==> config.mk <==
export PLATFORM = sky130hd
export DESIGN_NAME = directory_lookup_create_delete
export DESIGN_NICKNAME = d
export VERILOG_FILES = /design/src/dlcd_pkg.sv /design/src/dlcd_ram.sv /design/src/directory_lookup_create_delete.sv
export SDC_FILE = /design/constraint.sdc
export NUM_CORES = 2
export LEC_CHECK = 0
export ABC_AREA = 1
export BUFFER_PORTS_ARGS = -buffer_cell sky130_fd_sc_hd__clkbuf_2
export CAP_MARGIN = 20
export CORE_MARGIN = 5
export CORE_UTILIZATION = 60
export CTS_CLUSTER_SIZE = 16
export DETAILED_ROUTE_END_ITERATION = 8
export PLACE_DENSITY = 0.76
export SLEW_MARGIN = 20
export SYNTH_ARGS = -nofsm -noshare
export SYNTH_HDL_FRONTEND = slang
export SYNTH_SLANG_ARGS = --single-unit
==> constraint.sdc <==
create_clock -name clk -period 7.53 [get_ports clk]
set_input_delay 0.753 -clock clk [delete_from_list [all_inputs] [get_ports clk]]
set_output_delay 0.753 -clock clk [all_outputs]
set_load 0.1 [all_outputs]
==> src/dlcd_pkg.sv <==
// Shared types and constants for the directory lookup/create/delete block.
// No dependencies; used by the top level and the checker.
`timescale 1ns / 1ps

package dlcd_pkg;

	localparam int ENTRIES  = 32;
	localparam int IDX_W    = (ENTRIES > 1) ? $clog2(ENTRIES) : 1;
	localparam int CNT_W    = $clog2(ENTRIES + 1);
	localparam int BYTE_W   = 8;
	localparam int NAME_W   = 48;
	localparam int ENTRY_W  = NAME_W + 2 * BYTE_W;
	localparam int NAME_LSB = 2 * BYTE_W;
	localparam int STAT_W   = 3;
	localparam int S_DATA_W = 56;
	localparam int M_DATA_W = 24;

	typedef enum logic [STAT_W-1:0] {
		STAT_FOUND    = 3'd0,
		STAT_CREATED  = 3'd1,
		STAT_FULL     = 3'd2,
		STAT_DELETED  = 3'd3,
		STAT_DEL_MISS = 3'd4
	} status_t;

	typedef enum logic {
		OP_OPEN   = 1'b0,
		OP_DELETE = 1'b1
	} opcode_t;

	typedef enum logic [1:0] {
		S_IDLE,
		S_SCAN,
		S_FIN
	} fsm_t;

endpackage

==> src/dlcd_ram.sv <==
// Generic single-write, single-read RAM with registered read data.
// Depends on nothing.
`timescale 1ns / 1ps

module dlcd_ram #(
	parameter int WIDTH = 64,
	parameter int DEPTH = 32
) (
	input  logic                                       clk,
	input  logic                                       we,
	input  logic [((DEPTH > 1) ? $clog2(DEPTH) : 1)-1:0] waddr,
	input  logic [WIDTH-1:0]                           wdata,
	input  logic [((DEPTH > 1) ? $clog2(DEPTH) : 1)-1:0] raddr,
	output logic [WIDTH-1:0]                           rdata
);

	logic [WIDTH-1:0] mem_q [DEPTH];

	always_ff @(posedge clk) begin
		if (we) begin
			mem_q[waddr] <= wdata;
		end
		rdata <= mem_q[raddr];
	end

endmodule

==> src/directory_lookup_create_delete.sv <==
// Directory table: open/create and delete requests against a scanned entry RAM.
// Each item is handled by a one-entry-per-cycle scan of the directory RAM: a read of
// every entry, then the registered read data, scan close and finish, in that order.
// The block takes one item at a time; a new item is taken while a result waits.
// Reset (arst_n low) clears all entry valid flops at once, so every slot reads free.
// Depends on dlcd_pkg and dlcd_ram.
`timescale 1ns / 1ps

module directory_lookup_create_delete (
	input  logic                          clk,
	input  logic                          arst_n,
	input  logic                          s_tvalid,
	output logic                          s_tready,
	// [0] opcode, [48:1] file_name, [55:49] zero
	input  logic [dlcd_pkg::S_DATA_W-1:0] s_tdata,
	output logic                          m_tvalid,
	input  logic                          m_tready,
	// [2:0] status, [10:3] start_block, [18:11] block_count, [23:19] zero
	output logic [dlcd_pkg::M_DATA_W-1:0] m_tdata
);

	dlcd_pkg::fsm_t state_q, state_d;

	logic [dlcd_pkg::ENTRIES-1:0] used_q;
	logic [dlcd_pkg::CNT_W-1:0]   addr_q;
	logic                         rd_vld_s1;
	logic [dlcd_pkg::IDX_W-1:0]   idx_s1;

	logic                         op_q;
	logic [dlcd_pkg::NAME_W-1:0]  name_q;

	logic                         hit_q;
	logic [dlcd_pkg::IDX_W-1:0]   hit_idx_q;
	logic [dlcd_pkg::BYTE_W-1:0]  hit_start_q;
	logic [dlcd_pkg::BYTE_W-1:0]  hit_count_q;
	logic                         free_q;
	logic [dlcd_pkg::IDX_W-1:0]   free_idx_q;

	logic                          m_tvalid_q;
	logic [dlcd_pkg::STAT_W-1:0]   status_q;
	logic [dlcd_pkg::BYTE_W-1:0]   start_q;
	logic [dlcd_pkg::BYTE_W-1:0]   count_q;

	logic                          s_acc;
	logic                          issue;
	logic                          finish;
	logic                          we;
	logic [dlcd_pkg::ENTRY_W-1:0]  rdata;
	logic [dlcd_pkg::ENTRY_W-1:0]  wdata;
	logic                          ent_used;
	logic                          ent_match;

	assign s_tready = (state_q == dlcd_pkg::S_IDLE);
	assign s_acc    = s_tvalid && s_tready;
	assign issue    = (state_q == dlcd_pkg::S_SCAN) && (addr_q < dlcd_pkg::CNT_W'(dlcd_pkg::ENTRIES));
	assign finish   = (state_q == dlcd_pkg::S_FIN) && (!m_tvalid_q || m_tready);

	// only a create writes the RAM; delete just drops the valid flop
	assign we    = finish && (op_q == dlcd_pkg::OP_OPEN) && !hit_q && free_q;
	assign wdata = {name_q, dlcd_pkg::BYTE_W'(0), dlcd_pkg::BYTE_W'(1)};

	dlcd_ram #(
		.WIDTH(dlcd_pkg::ENTRY_W),
		.DEPTH(dlcd_pkg::ENTRIES)
	) u_ram (
		.clk  (clk),
		.we   (we),
		.waddr(free_idx_q),
		.wdata(wdata),
		.raddr(addr_q[dlcd_pkg::IDX_W-1:0]),
		.rdata(rdata)
	);

	assign ent_used  = used_q[idx_s1];
	assign ent_match = ent_used && (rdata[dlcd_pkg::ENTRY_W-1:dlcd_pkg::NAME_LSB] == name_q);

	always_ff @(posedge clk or negedge arst_n) begin
		if (!arst_n) begin
			state_q <= dlcd_pkg::S_IDLE;
		end else begin
			state_q <= state_d;
		end
	end

	always_comb begin
		state_d = state_q;
		case (state_q)
			dlcd_pkg::S_IDLE: begin
				if (s_acc) begin
					state_d = dlcd_pkg::S_SCAN;
				end
			end
			dlcd_pkg::S_SCAN: begin
				if (!issue && !rd_vld_s1) begin
					state_d = dlcd_pkg::S_FIN;
				end
			end
			dlcd_pkg::S_FIN: begin
				if (finish) begin
					state_d = dlcd_pkg::S_IDLE;
				end
			end
			default: state_d = dlcd_pkg::S_IDLE;
		endcase
	end

	// control: scan pointer, read pipeline, search flags, valid flops, output valid
	always_ff @(posedge clk or negedge arst_n) begin
		if (!arst_n) begin
			used_q     <= '0;
			addr_q     <= '0;
			rd_vld_s1  <= 1'b0;
			hit_q      <= 1'b0;
			free_q     <= 1'b0;
			m_tvalid_q <= 1'b0;
		end else begin
			rd_vld_s1 <= issue;
			if (s_acc) begin
				addr_q <= '0;
				hit_q  <= 1'b0;
				free_q <= 1'b0;
			end else if (issue) begin
				addr_q <= addr_q + 1'b1;
			end
			if (rd_vld_s1) begin
				if (ent_match && !hit_q) begin
					hit_q <= 1'b1;
				end
				if (!ent_used && !free_q) begin
					free_q <= 1'b1;
				end
			end
			if (finish) begin
				m_tvalid_q <= 1'b1;
				if (op_q == dlcd_pkg::OP_OPEN) begin
					if (!hit_q && free_q) begin
						used_q[free_idx_q] <= 1'b1;
					end
				end else if (hit_q) begin
					used_q[hit_idx_q] <= 1'b0;
				end
			end else if (m_tready) begin
				m_tvalid_q <= 1'b0;
			end
		end
	end

	// payload registers
	always_ff @(posedge clk) begin
		if (s_acc) begin
			op_q   <= s_tdata[0];
			name_q <= s_tdata[dlcd_pkg::NAME_W:1];
		end
		idx_s1 <= addr_q[dlcd_pkg::IDX_W-1:0];
		if (rd_vld_s1) begin
			if (ent_match && !hit_q) begin
				hit_idx_q   <= idx_s1;
				hit_start_q <= rdata[dlcd_pkg::BYTE_W-1:0];
				hit_count_q <= rdata[2*dlcd_pkg::BYTE_W-1:dlcd_pkg::BYTE_W];
			end
			if (!ent_used && !free_q) begin
				free_idx_q <= idx_s1;
			end
		end
		if (finish) begin
			start_q <= '0;
			count_q <= '0;
			if (op_q == dlcd_pkg::OP_OPEN) begin
				if (hit_q) begin
					status_q <= dlcd_pkg::STAT_FOUND;
					start_q  <= hit_start_q;
					count_q  <= hit_count_q;
				end else if (free_q) begin
					status_q <= dlcd_pkg::STAT_CREATED;
					start_q  <= dlcd_pkg::BYTE_W'(1);
				end else begin
					status_q <= dlcd_pkg::STAT_FULL;
				end
			end else begin
				status_q <= hit_q ? dlcd_pkg::STAT_DELETED : dlcd_pkg::STAT_DEL_MISS;
			end
		end
	end

	assign m_tvalid = m_tvalid_q;
	assign m_tdata  = {5'd0, count_q, start_q, status_q};

endmodule

* Word-level counts from Yosys, hierarchy flattened
Memory sizes are Yosys's and may differ from the RTL's. A register that Yosys moved wholly into a read port is not among the register bits.
Index checks and enable logic that the tools add are counted.
W data, S select, Z words.
** Word-level totals
- Bits in registers :: 207
- Bits in writable memories :: 1536
- Logic and storage cells :: 98
- Memories kept :: 1
- Input port bits :: 60
** Memory list
- u_ram.mem_q :: depth 32, width 48, rd ports 1, clocked after memory_dff 1, write ports 1, line dlcd_ram.sv:17 : logic [WIDTH-1:0] mem_q [DEPTH];
** Cells by class
- Add/subtract/negate cells :: 1
- Multiplexer cells :: 31
- Order comparisons :: 6
- Bitwise gates (word level) :: 5
- Equal/unequal tests :: 7
- Reduce and logical (&&, ||, !) cells :: 29
** Operator list (number)
- $mux W32 :: 3
- $eq A48 B48 Y1 :: 1
- $and A32 B32 Y32 :: 1
- $not A32 Y32 :: 1
- $or A32 B32 Y32 :: 1
- $lt A5 B6 Y1 const B :: 3
- $mux W1 :: 14
- $logic_and A1 B1 Y1 :: 13
- $mux W6 :: 2
- $demux W1 S5 :: 2
- $ge A5 B1 Y1 const B :: 2
- $mux W2 :: 5
- $mux W8 :: 1
- $add A6 B1 Y6 const B :: 1
- $logic_not A1 Y1 :: 6
- $lt A6 B6 Y1 const B :: 1
- $mux W3 :: 2
- $ne A2 B1 Y1 const B :: 3
- $pmux W2 S3 :: 1
- $reduce_and A3 Y1 :: 2
- $reduce_bool A2 Y1 :: 3
- $bmux W1 S5 :: 1
- $reduce_and A2 Y1 :: 2
- $eq A2 B1 Y1 const B :: 1
- 6 further kinds :: 7

* Longest topological paths before layout
- Word-level depth :: 8
- Gate-level depth with buffers :: 14

* Cells and area by module
From an unflattened synthesis, not the netlist that was laid out.
** Unflattened totals
- Cell total of the unflattened synthesis :: 7427
- Area total of the unflattened synthesis :: 89417.0 um^2
** By module, submodules not included
- dlcd_ram :: instances 1, cells an instance 6768, area an instance 82990.8 um^2, seq. area each 62780.2 um^2
- directory_lookup_create_delete :: instances 1, cells an instance 659, area an instance 6426.2 um^2, seq. area each 4023.9 um^2

* Least setup slack after synthesis
OpenSTA, ideal clock, no wires.
- Kind :: reg2reg
- Start :: register m_tvalid_q (netlist: m_tvalid)
- End :: memory u_ram.mem_q[0][0] in the netlist's numbering, enable pin
- Data arrival time :: 4931 ps
- Period minus slack after synthesis :: 5444 ps
- Stages on the path, launching flop included :: 7
- Slack :: 2086 ps
- Cells stage by stage :: dfrtp_1 > nand2_1 > nand2_1 > nor2_2 > inv_2 > clkbuf_1 > nor3_1
** Between the ends
- Word-level cells in the longest chain between the ends :: 8
** RTL lines
- start, declared :: line directory_lookup_create_delete.sv:39 : logic m_tvalid_q;
- start signal, assigned :: line directory_lookup_create_delete.sv:115 : m_tvalid_q <= 1'b0;
- start signal, assigned :: line directory_lookup_create_delete.sv:134 : m_tvalid_q <= 1'b1;
- start signal, assigned :: line directory_lookup_create_delete.sv:143 : m_tvalid_q <= 1'b0;
- $logic_not A1 Y1 :: line directory_lookup_create_delete.sv:56 : assign finish = (state_q == dlcd_pkg::S_FIN) && (!m_tvalid_q || m_tready);
- $logic_or A1 B1 Y1 :: line directory_lookup_create_delete.sv:56
- $logic_and A1 B1 Y1 :: line directory_lookup_create_delete.sv:56
- $logic_and A1 B1 Y1 (3 in series) :: line directory_lookup_create_delete.sv:59 : assign we = finish && (op_q == dlcd_pkg::OP_OPEN) && !hit_q && free_q;
- $mux W1 :: line dlcd_ram.sv:20 : if (we) begin
- $mux W1 (implied by the code) :: line dlcd_ram.sv:21 : mem_q[waddr] <= wdata;
- end, declared :: line dlcd_ram.sv:17
No other way between the ends.

* Worst setup path in the final report
- Start :: register op_q
- End :: memory u_ram.mem_q[2][9] in the netlist's numbering, enable pin
** Between the ends
- Word-level cells in the longest chain between the ends :: 6
** RTL lines
- start, declared :: line directory_lookup_create_delete.sv:29 : logic op_q;
- start signal, assigned :: line directory_lookup_create_delete.sv:151 : op_q <= s_tdata[0];
- $not A1 Y1
- $logic_and A1 B1 Y1 (3 in series) :: line directory_lookup_create_delete.sv:59
- $mux W1 :: line dlcd_ram.sv:20
- $mux W1 (implied by the code) :: line dlcd_ram.sv:21
No other way between the ends.

==> out/metrics.csv <==
metric,value,unit
status,"finished, final reports clean",
reg2reg_slack,3.65,ns
power.internal,0.0175,W
grt_max_degree,217,
post_cts_resized,0,
maxCapViolCount,0,
grt_pass1_vias,41100,
drt-initial-drc-count,6267,
critPathKind,reg -> reg,
drt_pass1_iterations,6,
grt.total_usage,28.0,%
post_cts_buffers,0,
ys_ff_latch,1696,
routed_wl,172000,um
power_frac_seq,43.3,%
start_kind,flip-flop,
fmax,258,MHz
pwr-share-comb,27.0,%
yosys.area.top_type,edfxtp_1,
p_leak,25.5,nW
antenna_found_initial,1,
layout_worst_path_cycle_share,51.5,%
ys_top_cells_by_area,"edfxtp_1 (71%), nor2_1 (5.6%), nand2_1 (3.9%), o21ai_0 (3.9%), o211ai_1 (2.1%)",
hp-class,in -> async,
path_cells,"inv_2, nand3_1, nor2_2, nand3_1, nor2_4, buf_4",
die_width,345,um
hold_buffers,0,
gr-total-overflow,0,
final_common_cell,edfxtp_1,
period_minus_slack,3.88,ns
syn2layout_area_growth,10.0,%
final_hold_viol_count,0,
endpoint,u_ram.mem_q[2][9],
gp_routability_congestion,0.894,
start_util,60.2,%
drt-vias-per-instance,6.15,
finalSetupTns,0,ns
grt_pass1_wl,253000,um
synth_area,67500,um^2
ff2ff_path_depth,6,
antenna_cells,0,
cts_made_buffers,161,
htreeDepth,4,
r2r-start,op_q,
finClkSkew,0.0285,ns
fin_ws,3.65,ns
p_clk_share,29.7,%
portBuffers,58,
ys_warn_count,0,
clk_latency,0.77,ns
cts-root-buf,clkbuf_16,
fp.coreArea,112000,um^2
slew_headroom,23.8,%
pre_cts_slack,3.51,ns
synthCells,5440,
die-area,119000,um^2
dieHeight,345,um
mostFrequentLayoutCells,"edfxtp_1 (1599), nor2_1 (988), nand2_1 (703), o21ai_0 (524), o21ai_1 (239)",
cts_sinks,1696,
cpMaxStageDelayCell,nor2_4,
avgSynthCellArea,12.4,um^2
worstReg2RegEnd,u_ram.mem_q[2][9],
drv_slew,0,
synth.top_cell.area_share,71.1,%
grt_setup_unrepaired,false,
cp_max_fo,29,
dpl.hpwl,84400,um
path_clk_slew,0.06,ns
ys_seq_area_share,74.3,%
setup_viol,0,
p_per_area,356,nW/um^2
worst_pin_slew,1.14,ns
vias,43500,
power.switching,0.00899,W
postRouteAntennaNets,0,
cts_tree,built,
remaining_drc_errors,0,
wire_per_inst,24.3,um
swShare,34.0,%
core.rowCount,123,
crit_arrival,4.26,ns
crit_required,7.91,ns
ys_types,38,
crit_start,op_q,
path_common_cell,nand3_1,
clock_path_buffers,3,
max_stage_delay,0.88,ns
drive_above_1_share,8.10,%
endpoint_kind,flip-flop,
io_pins,86,
final_nets,5500,
ir_drop,0.000436,V
[worst min-delay path by stage]
stage / endpoint / cells after the start / slack, ns
after CTS: addr_q[0] / 2 / 0.06
after floorplan: idx_s1[2] / 0 / 0.34
after global routing: addr_q[0] / 2 / 0.12
final: addr_q[3] / 2 / 0.07
after global placement: used_q[13] / 2 / 0.48
after detailed placement: used_q[31] / 2 / 0.48
[worst max-delay path: cells and delay by family, from the launching register on]
kind | cells | cell delay, ns
DFF | 1 | 0.70
and+or+nand+nor | 4 | 1.77
buffers and inverters | 2 | 0.99
[power by group through the flow]
stage	registers [W]	clock network (W)	logic (W)
after CTS	0.0115	0.00790	0.00704
after floorplan	0.0116	0	0.00520
after detailed placement	0.0117	0	0.00697
final	0.0115	0.00785	0.00715
after global placement	0.0116	0	0.00680
after global routing	0.0115	0.00835	0.00790
[per-layer routing]
| metal | wire length, um | track usage (%) | up-vias | share of wire (%) |
|---|---|---|---|---|
| li1 | - | - | 19300 | - |
| met3 | 18900 | 4.92 | 398 | 11 |
| met4 | 6280 | 10.5 | 2 | 3.7 |
| met1 | 65900 | 40.0 | 21200 | 38 |
| met2 | 80500 | 44.2 | 2583 | 47 |
| met5 | 13 | 0 | - | 0.0076 |
[cell type report]
| type | count | area (um^2) |
|---|---|---|
| tap | 1500 | 1880 |
| multi-input combinational | 3203 | 15000 |
| inverter | 210 | 808 |
| sequential | 1696 | 50200 |
| clock inverter | 79 | 748 |
| fill | 7592 | 37900 |
| timing repair buffer | 167 | 1290 |
| clock buffer | 216 | 4360 |
[kinds of logic (layout without fill, tap and decap cells)]
family          after synthesis  in the layout  share of synthesized area, %
xor+xnor                     13             13                         0.169
fa+ha+maj                     1              1                        0.0185
buf+inv                     560            672                          3.90
other cells                   1             20                       0.00556
flops                      1696           1696                          74.3
compound gates             1132           1132                          9.41
simple gates               2037           2037                          12.2
[synth_stat cells, drive strengths merged]
master   count
edfxtp    1599
nor2      1011
o21ai      763
nand2      704
nand3      223
inv        207
clkbuf     205
o211ai     194
buf        145
o22ai      101
a21oi       61
dfxtp       53
nand3b      52
dfrtp       44
nor3        32
nand4       12
xnor2        9
a31oi        6
o32ai        5
xor2         4
clkinv       3
or2          2
a211oi       1
conb         1
ha           1
nor4         1
o2bb2ai      1
[flip-flops by register name (all words and copies together) (netlist names)]
signal,flops
addr_q,6
free_idx_q,5
free_q,1
hit_idx_q,5
hit_q,1
idx_s1,5
m_tvalid,1
name_q,48
op_q,1
rd_vld_s1,1
start_q,1
state_q,2
status_q,3
u_ram.mem_q,1536
u_ram.rdata,48
used_q,32
[stage by stage]
| stage | total power, W | std cells | hold WS (ns) | area, um^2 | utilization [%] |
|---|---|---|---|---|---|
| finish | 0.0265 | 7071 | 0.0671 | 74300 | 66.2 |
| global route | 0.0277 | 7071 | 0.118 | 74300 | 66.2 |
| CTS | 0.0264 | 7065 | 0.0596 | 74100 | 66.1 |
| detailed placement | 0.0186 | 6770 | 0.483 | 69000 | 61.5 |
| global placement | 0.0184 | 6768 | 0.480 | 69000 | 61.5 |
| floorplan | 0.0168 | 5459 | 0.342 | 67600 | - |
No activity file was read; power rests on OpenSTA's default activity.
